File: src/sv/rgblab_pkg.sv
// Shared constants, widths and a helper function for the RGB to CIE Lab converter.
package rgblab_pkg;

    localparam int NUM_CH = 3;
    localparam int COMP_W = 8;
    localparam int COEF_W = 20;
    localparam int T_W    = 17;
    localparam int S_W    = 29;
    localparam int RCP_W  = 21;
    localparam int N_W    = 46;
    localparam int REM_W  = 31;
    localparam int F_W    = 17;

    typedef logic [T_W-1:0] t_q16;
    typedef logic [F_W-1:0] t_fval;

    // Matrix rows in millionths: X, Y, Z.
    localparam logic [COEF_W-1:0] COEF [NUM_CH][NUM_CH] = '{
        '{20'd412453, 20'd357580, 20'd180423},
        '{20'd212671, 20'd715160, 20'd72169},
        '{20'd19334,  20'd119193, 20'd950227}
    };

    // 255 times the white value in millionths, and its half.
    localparam logic [S_W-1:0] DEN_X = 29'd242366280;
    localparam logic [S_W-1:0] DEN_Y = 29'd255000000;
    localparam logic [S_W-1:0] DEN_Z = 29'd277632270;
    localparam logic [S_W-1:0] DEN [NUM_CH] = '{DEN_X, DEN_Y, DEN_Z};
    localparam logic [S_W-1:0] HALF [NUM_CH] = '{29'd121183140, 29'd127500000, 29'd138816135};

    // Reciprocals scaled by 2^48, so sum * RCP >> 32 approximates sum * 65536 / den.
    localparam logic [63:0] RCP_X64 = (64'd1 << 48) / 64'd242366280;
    localparam logic [63:0] RCP_Y64 = (64'd1 << 48) / 64'd255000000;
    localparam logic [63:0] RCP_Z64 = (64'd1 << 48) / 64'd277632270;
    localparam logic [RCP_W-1:0] RCP [NUM_CH] = '{
        RCP_X64[RCP_W-1:0], RCP_Y64[RCP_W-1:0], RCP_Z64[RCP_W-1:0]
    };

    // Threshold 0.008856 in Q1.16.
    localparam logic [T_W-1:0] THRESH = 17'd580;

    // Linear segment: (903292 * t + 1048634000) / 116000.
    localparam logic [19:0] LIN_MUL   = 20'd903292;
    localparam logic [30:0] LIN_ADD   = 31'd1048634000;
    localparam logic [30:0] LIN_DEN   = 31'd116000;
    localparam logic [63:0] LIN_RCP64 = (64'd1 << 48) / 64'd116000;
    localparam logic [31:0] LIN_RCP   = LIN_RCP64[31:0];

    localparam int CUBE_STAGES = T_W;
    localparam int LIN_STAGES  = 4;
    localparam int LIN_DLY     = CUBE_STAGES - LIN_STAGES;
    localparam int LAB_F_LAT   = CUBE_STAGES + 1;

    // Truncate a Q16 value toward zero and saturate to a signed byte.
    function automatic logic signed [7:0] trunc_sat_s8(input logic signed [27:0] v);
        logic        neg;
        logic [27:0] mag;
        logic [11:0] q;
        logic [7:0]  res;
        neg = v[27];
        mag = neg ? 28'(-v) : 28'(v);
        q   = mag[27:16];
        if (!neg && q > 12'd127) begin
            res = 8'd127;
        end else if (neg && q > 12'd128) begin
            res = 8'h80;
        end else if (neg) begin
            res = 8'(-q);
        end else begin
            res = q[7:0];
        end
        return $signed(res);
    endfunction

endpackage

File: src/sv/rgblab_lab_f.sv
// Lab transfer function f(t): pipelined digit-by-digit cube root and linear segment.
module rgblab_lab_f (
    input  logic                i_clk,
    input  logic                i_en,
    input  rgblab_pkg::t_q16    i_t,
    output rgblab_pkg::t_fval   o_f
);
    import rgblab_pkg::*;

    logic [T_W-1:0] r_y  [CUBE_STAGES];
    logic [33:0]    r_y2 [CUBE_STAGES];
    logic [48:0]    r_y3 [CUBE_STAGES];
    logic [T_W-1:0] r_t  [CUBE_STAGES];

    // One result bit per stage, most significant first. y, y^2 and y^3 are kept
    // so that each trial cube is built from shifts and adds only.
    for (genvar j = 0; j < CUBE_STAGES; j++) begin : g_cube
        localparam int K = CUBE_STAGES - 1 - j;
        logic [T_W-1:0] y_in;
        logic [33:0]    y2_in;
        logic [48:0]    y3_in;
        logic [T_W-1:0] t_in;
        logic [52:0]    c2;
        logic [52:0]    c3;
        logic [52:0]    s2;
        logic [52:0]    s1;
        logic           take;

        if (j == 0) begin : g_first
            assign y_in  = '0;
            assign y2_in = '0;
            assign y3_in = '0;
            assign t_in  = i_t;
        end else begin : g_next
            assign y_in  = r_y[j-1];
            assign y2_in = r_y2[j-1];
            assign y3_in = r_y3[j-1];
            assign t_in  = r_t[j-1];
        end

        always_comb begin
            s2   = 53'(y2_in) << K;
            s1   = 53'(y_in) << (2 * K);
            c2   = 53'(y2_in) + (53'(y_in) << (K + 1)) + (53'd1 << (2 * K));
            c3   = 53'(y3_in) + s2 + (s2 << 1) + s1 + (s1 << 1) + (53'd1 << (3 * K));
            take = c3 <= 53'({t_in, 32'd0});
        end

        always_ff @(posedge i_clk) begin
            if (i_en) begin
                r_y[j]  <= take ? (y_in | (T_W'(1) << K)) : y_in;
                r_y2[j] <= take ? c2[33:0] : y2_in;
                r_y3[j] <= take ? c3[48:0] : y3_in;
                r_t[j]  <= t_in;
            end
        end
    end

    // Linear segment: reciprocal multiply, then one remainder correction.
    logic [30:0] r_ln;
    logic [30:0] r_ln2;
    logic [14:0] r_lest;
    logic [14:0] r_lq;
    logic [17:0] r_lrem;
    logic [F_W-1:0] r_lf;
    logic [F_W-1:0] r_ld [LIN_DLY];
    logic [62:0] lin_prod;
    logic [30:0] lin_back;

    always_comb begin
        lin_prod = 63'(r_ln) * 63'(LIN_RCP);
        lin_back = 31'(r_lest) * LIN_DEN;
    end

    always_ff @(posedge i_clk) begin
        if (i_en) begin
            r_ln   <= 31'(LIN_MUL * 31'(i_t[9:0])) + LIN_ADD;
            r_ln2  <= r_ln;
            r_lest <= lin_prod[62:48];
            r_lq   <= r_lest;
            r_lrem <= 18'(r_ln2 - lin_back);
            r_lf   <= F_W'(r_lq) + ((31'(r_lrem) >= LIN_DEN) ? F_W'(1) : F_W'(0));
            r_ld[0] <= r_lf;
            for (int i = 1; i < LIN_DLY; i++) begin
                r_ld[i] <= r_ld[i-1];
            end
            o_f <= (r_t[CUBE_STAGES-1] > THRESH) ? r_y[CUBE_STAGES-1] : r_ld[LIN_DLY-1];
        end
    end

endmodule

File: config.mk
export PLATFORM = sky130hd
export DESIGN_NAME = rgblab_lab_f
export DESIGN_NICKNAME = d
export VERILOG_FILES = /design/src/sv/rgblab_pkg.sv /design/src/sv/rgblab_lab_f.sv
export SDC_FILE = /design/constraint.sdc
export NUM_CORES = 2
export LEC_CHECK = 0
export BUFFER_PORTS_ARGS = -buffer_cell sky130_fd_sc_hd__buf_2
export CAP_MARGIN = 20
export CORE_ASPECT_RATIO = 1.2
export CORE_MARGIN = 8
export CORE_UTILIZATION = 30
export DETAILED_ROUTE_END_ITERATION = 8
export PLACE_DENSITY_LB_ADDON = 0.25
export SLEW_MARGIN = 20
export SYNTH_ARGS = -nofsm -noshare
export SYNTH_HDL_FRONTEND = slang
export SYNTH_SLANG_ARGS = --single-unit
File: constraint.sdc
create_clock -name i_clk -period 10.6 [get_ports i_clk]
set_input_delay 1.06 -clock i_clk [delete_from_list [all_inputs] [get_ports i_clk]]
set_output_delay 1.06 -clock i_clk [all_outputs]
set_load 0.05 [all_outputs]
Word-level counts from Yosys, hierarchy flattened. Memory sizes are Yosys's and may differ from the RTL's. Index checks and enable logic that the tools add are counted.

Register bits: 131. RAM bits: 2210. Logic and storage cells: 204. Memories kept: 5.

Multiplexer cells: 55. Magnitude comparators: 19. $mul: 3. Add/sub/neg operators: 115.

Memories: r_y3 (depth 17, width 49, rd ports 16, clocked after Yosys merged registers in 0, write ports 17, RTL line rgblab_lab_f.sv:12) `logic [48:0] r_y3 [CUBE_STAGES];`; r_y2 (depth 17, width 34, rd ports 16, clocked after Yosys merged registers in 0, write ports 17, RTL line rgblab_lab_f.sv:11) `logic [33:0] r_y2 [CUBE_STAGES];`; r_t (depth 17, width 17, rd ports 17, clocked after Yosys merged registers in 0, write ports 17, RTL line rgblab_lab_f.sv:13) `logic [T_W-1:0] r_t [CUBE_STAGES];`; r_y (depth 17, width 17, rd ports 17, clocked after Yosys merged registers in 0, write ports 17, RTL line rgblab_lab_f.sv:10) `logic [T_W-1:0] r_y [CUBE_STAGES];`; r_ld (depth 13, width 17, rd ports 13, clocked after Yosys merged registers in 0, write ports 13, RTL line rgblab_lab_f.sv:66) `logic [F_W-1:0] r_ld [LIN_DLY];`.

Operators with widths (number): $le 53x49->1 (16); $mux 49 (17); $mux 34 (16); $mul 31x32->63 const B (1); $add 52x18->53 (1); $add 52x20->53 (1); $add 52x22->53 (1); $add 52x24->53 (1); $add 52x26->53 (1); $add 52x28->53 (1); $add 52x30->53 (1); $add 52x32->53 (1); $add 52x34->53 (1); $add 52x36->53 (1); $add 52x38->53 (1); $add 52x40->53 (1); $add 52x42->53 (1); $add 52x44->53 (1); $add 52x46->53 (1); $add 52x48->53 (1); $add 53x1->53 const B (1); $add 53x10->53 const B (1); $add 53x13->53 const B (1); $add 53x16->53 const B (1); other kinds (118) (122).

Logic depth before layout (Yosys ltp). An unclocked memory read counts as a cell.

Word-level depth: 8. Mapped depth: 32. Mapped depth without buffers: 30.

Worst setup path after synthesis. OpenSTA, ideal clock, no wires.

Path kind: flip-flop to flip-flop. Start: memory r_y2[7][20] (netlist: r_y2[0][258]). End: memory r_y3[8][27] (netlist: r_y3[0][419]) (data pin). Slack: 3.528 ns. Cell stages (with the launch flop): 26. Required time: 10.341 ns. Arrival time: 6.813 ns. Setup time: 0.259 ns. Cell sequence: edfxtp_1 > fa_1 > inv_1 > fa_1 > inv_1 > fa_1 > fa_1 > a21o_1 > a21oi_1 > nor2b_1 > o21ai_0 > a2111oi_0 > o311ai_0 > a21oi_1 > a31oi_1 > nor2_1 > xnor2_1 > ha_1 > nand4_1 > or4_1 > o31ai_1 > a211o_1 > clkbuf_1 > clkbuf_1 > buf_2 > o21bai_1.

RTL lines (RTL line): from (decl) (rgblab_lab_f.sv:11); to (decl) (rgblab_lab_f.sv:12).

==> results.toml <==
[finish]
layout.cells.most_common_list = "1560 x ha_1, 1531 x inv_1, 1365 x edfxtp_1, 691 x fa_1, 442 x nand2_1"
final_common_cell = "ha_1"
fillers = 34550
areaGrowthSynthToFinish_pct = 10.96
final-seq-area_um2 = 40990
finish.instance_area_um2 = 115900
post_route_cells_drive_above_1_share_pct = 6.076
nNetsFinal = 11360
multi_input_area_um2 = 57300

[yosys]
synth.largest_area_cell = "edfxtp_1"
synth-simple-area-share_pct = 6.994
seq_area_frac_synth_pct = 39.25
yosys.area_share.xor_xnor_pct = 5.183
syn_avg_cell_area_um2 = 11.67
synth.top_cell.area_share_pct = 39.25
synth_nets = 11220
ys.flop_type = "edfxtp_1"
netlist_area_um2 = 104400
ys_ff_latch = 1365
synth_top_family_by_area = "adder cells"
netlist_instances = 8946
yosys_warnings = 0
async_flop_share_pct = 0
synthAdderAreaFrac_pct = 31.94
synth_compound_area_share_pct = 8.734
yosys-mux-area-fraction_pct = 1.961
synth.area.top_cells = "edfxtp_1 39%, ha_1 19%, fa_1 13%"
synth_edf_count = 1365
synthDistinctLibCells = 98

[clocking]
clock_path_buffers = 4
clock-root-buffer = "clkbuf_16"
cts_tree = "done"
h-tree-depth = 4
clk_pin_slew_worst_paths_ps = 60
clkSinkCount = 1365
postCtsHoldBufs = 0
post_cts_resized = 0
insertion_delay_ps = 840
cts_buffers = 168
cts_setup_buffers = 0

[timing]
rsz0062_at_grt = "no"
setup_tns_ps = 0
slew-limit-headroom_pct = 19.17
setup_violations = 0
fin_worst_skew_ps = 61.73
worst_pin_slew_ps = 1182
hold_violations = 0
fmax_mhz = 118.8
fin_crit_ps = 8414
min_period_over_period_pct = 79.38
slew_violations = 0

[job]
max-cap-violations = 0

[setup_path]
critPathRequiredTime_ps = 11170
path_max_fanout = 26
crit_path_end_kind = "flip-flop"
critPathKind = "reg2reg"
start_kind = "flip-flop"
arrival_ps = 8980

[route]
wirelength_mm = 222.5
dr.first_iter.drc_count = 2696
drcViolationCount = 0
postRouteAntennaNets = 0
dr.pass1.iters = 5
vias = 63290
wl_per_cell_um = 16.17
vias_per_cell = 4.599

[floorplan]
start_util_pct = 30.10
die_w_um = 554.6
boundaryPins = 36
core_area_um2 = 346900
die_area_um2 = 367300
num_rows = 237
die_h_um = 662.3

[global_routing]
antenna_found_initial = 4
grt_usage_pct = 11.96
grt_pass1_vias = 69100
grt_max_degree = 191
grt-ovfl-total = 0
grt_pass1_wl_mm = 359.7

[placed_design]
place_area_um2 = 110200
finalWeightedCongestion = 0.8640
port_buffers = 35
dp_hpwl_mm = 180.9

[run_status]
status = "finished clean"

[min_path]
hold_path.class = "reg2reg"
## final cells by class
class / instances / area share (%)
timing repair buffer: 71 / 0.4514
sequential: 1365 / 35.38
clock buffer: 194 / 3.731
antenna: 5 / 0.01080
multi-input combinational: 5949 / 49.45
inverter: 1533 / 4.969
tap: 4541 / 4.904
clock inverter: 105 / 1.104
## cells in the mapped netlist, types with 92 or more instances
cell type  count
a21o_1       272
a21oi_1      384
edfxtp_1    1365
fa_1         691
ha_1        1560
inv_1       1531
mux2_2       172
nand2_1      442
nand3_1      127
nand4_1       98
nor2_1       302
nor3_1        92
o21ai_0      337
xnor2_1      410
xor2_1       208
## worst max-delay path: stages, from the launching register on
cell and delay [ps]:
edfxtp_1 470, fa_1 580, inv_1 60, fa_1 500, inv_1 60, fa_1 510
fa_1 470, a21o_1 200, a21oi_1 220, nor2b_1 70, o21ai_0 380, a2111oi_0 340
o311ai_0 750, a21oi_1 220, a31oi_1 440, nor2_1 120, xnor2_1 150, ha_1 290
nand4_1 110, or4_1 580, o31ai_1 470, a211o_1 400, buf_4 350, mux2_2 380
## state kept, by name, summed over array words and instances, names as in the netlist, 15 cells and up
signal	flops
r_y2	239
r_t	288
r_lf	16
r_y3	375
r_lest	15
r_ln	29
r_y	137
o_f	17
r_ld	208
r_lq	15
## path summary, 6_finish.rpt
| kind | slack, ps | cells past startpoint | start | end |
|---|---|---|---|---|
| worst min register to register | 400 | 0 | r_ld[0][11] | r_ld[0][28] |
| worst min-delay path | 400 | 0 | r_ld[0][11] | r_ld[0][28] |
| worst max register to register | 2190 | 23 | r_y2[0][258] | r_y3[0][420] |
| worst max-delay path | 2190 | 23 | r_y2[0][258] | r_y3[0][420] |
## stage by stage
stage	util, %	setup WS, ps	hold WS, ps	cells
final	33.40	2186	401.6	13760
after global placement	31.78	2088	400.9	13460
after global routing	33.40	1727	364.0	13760
after floorplan	-	3528	400.3	8946
after CTS	33.39	2140	334.9	13760
after detailed placement	31.78	2145	404.5	13460
## routing by layer
metal  global-route usage, %  up-vias  part of all wire (%)
met2                   23.61      756                    54
li1                        -    31380                     -
met4                   4.438        0                   4.0
met1                   12.96    30720                    39
met3                   1.425      437                   2.5
met5                       0        -                     0
## cells by family after synthesis
| logic type | after synthesis |
|---|---|
| buffers and inverters | 1632 |
| adders and majority gates | 2251 |
| DFF | 1365 |
| muxes | 182 |
| xor gates and xnor gates | 618 |
| AOI/OAI and AO/OA | 1418 |
| and+or+nand+nor | 1480 |
Power is left out: the tool's default activity adds up to more than one toggle a clock period on the data nets, which glitch-free logic cannot reach.
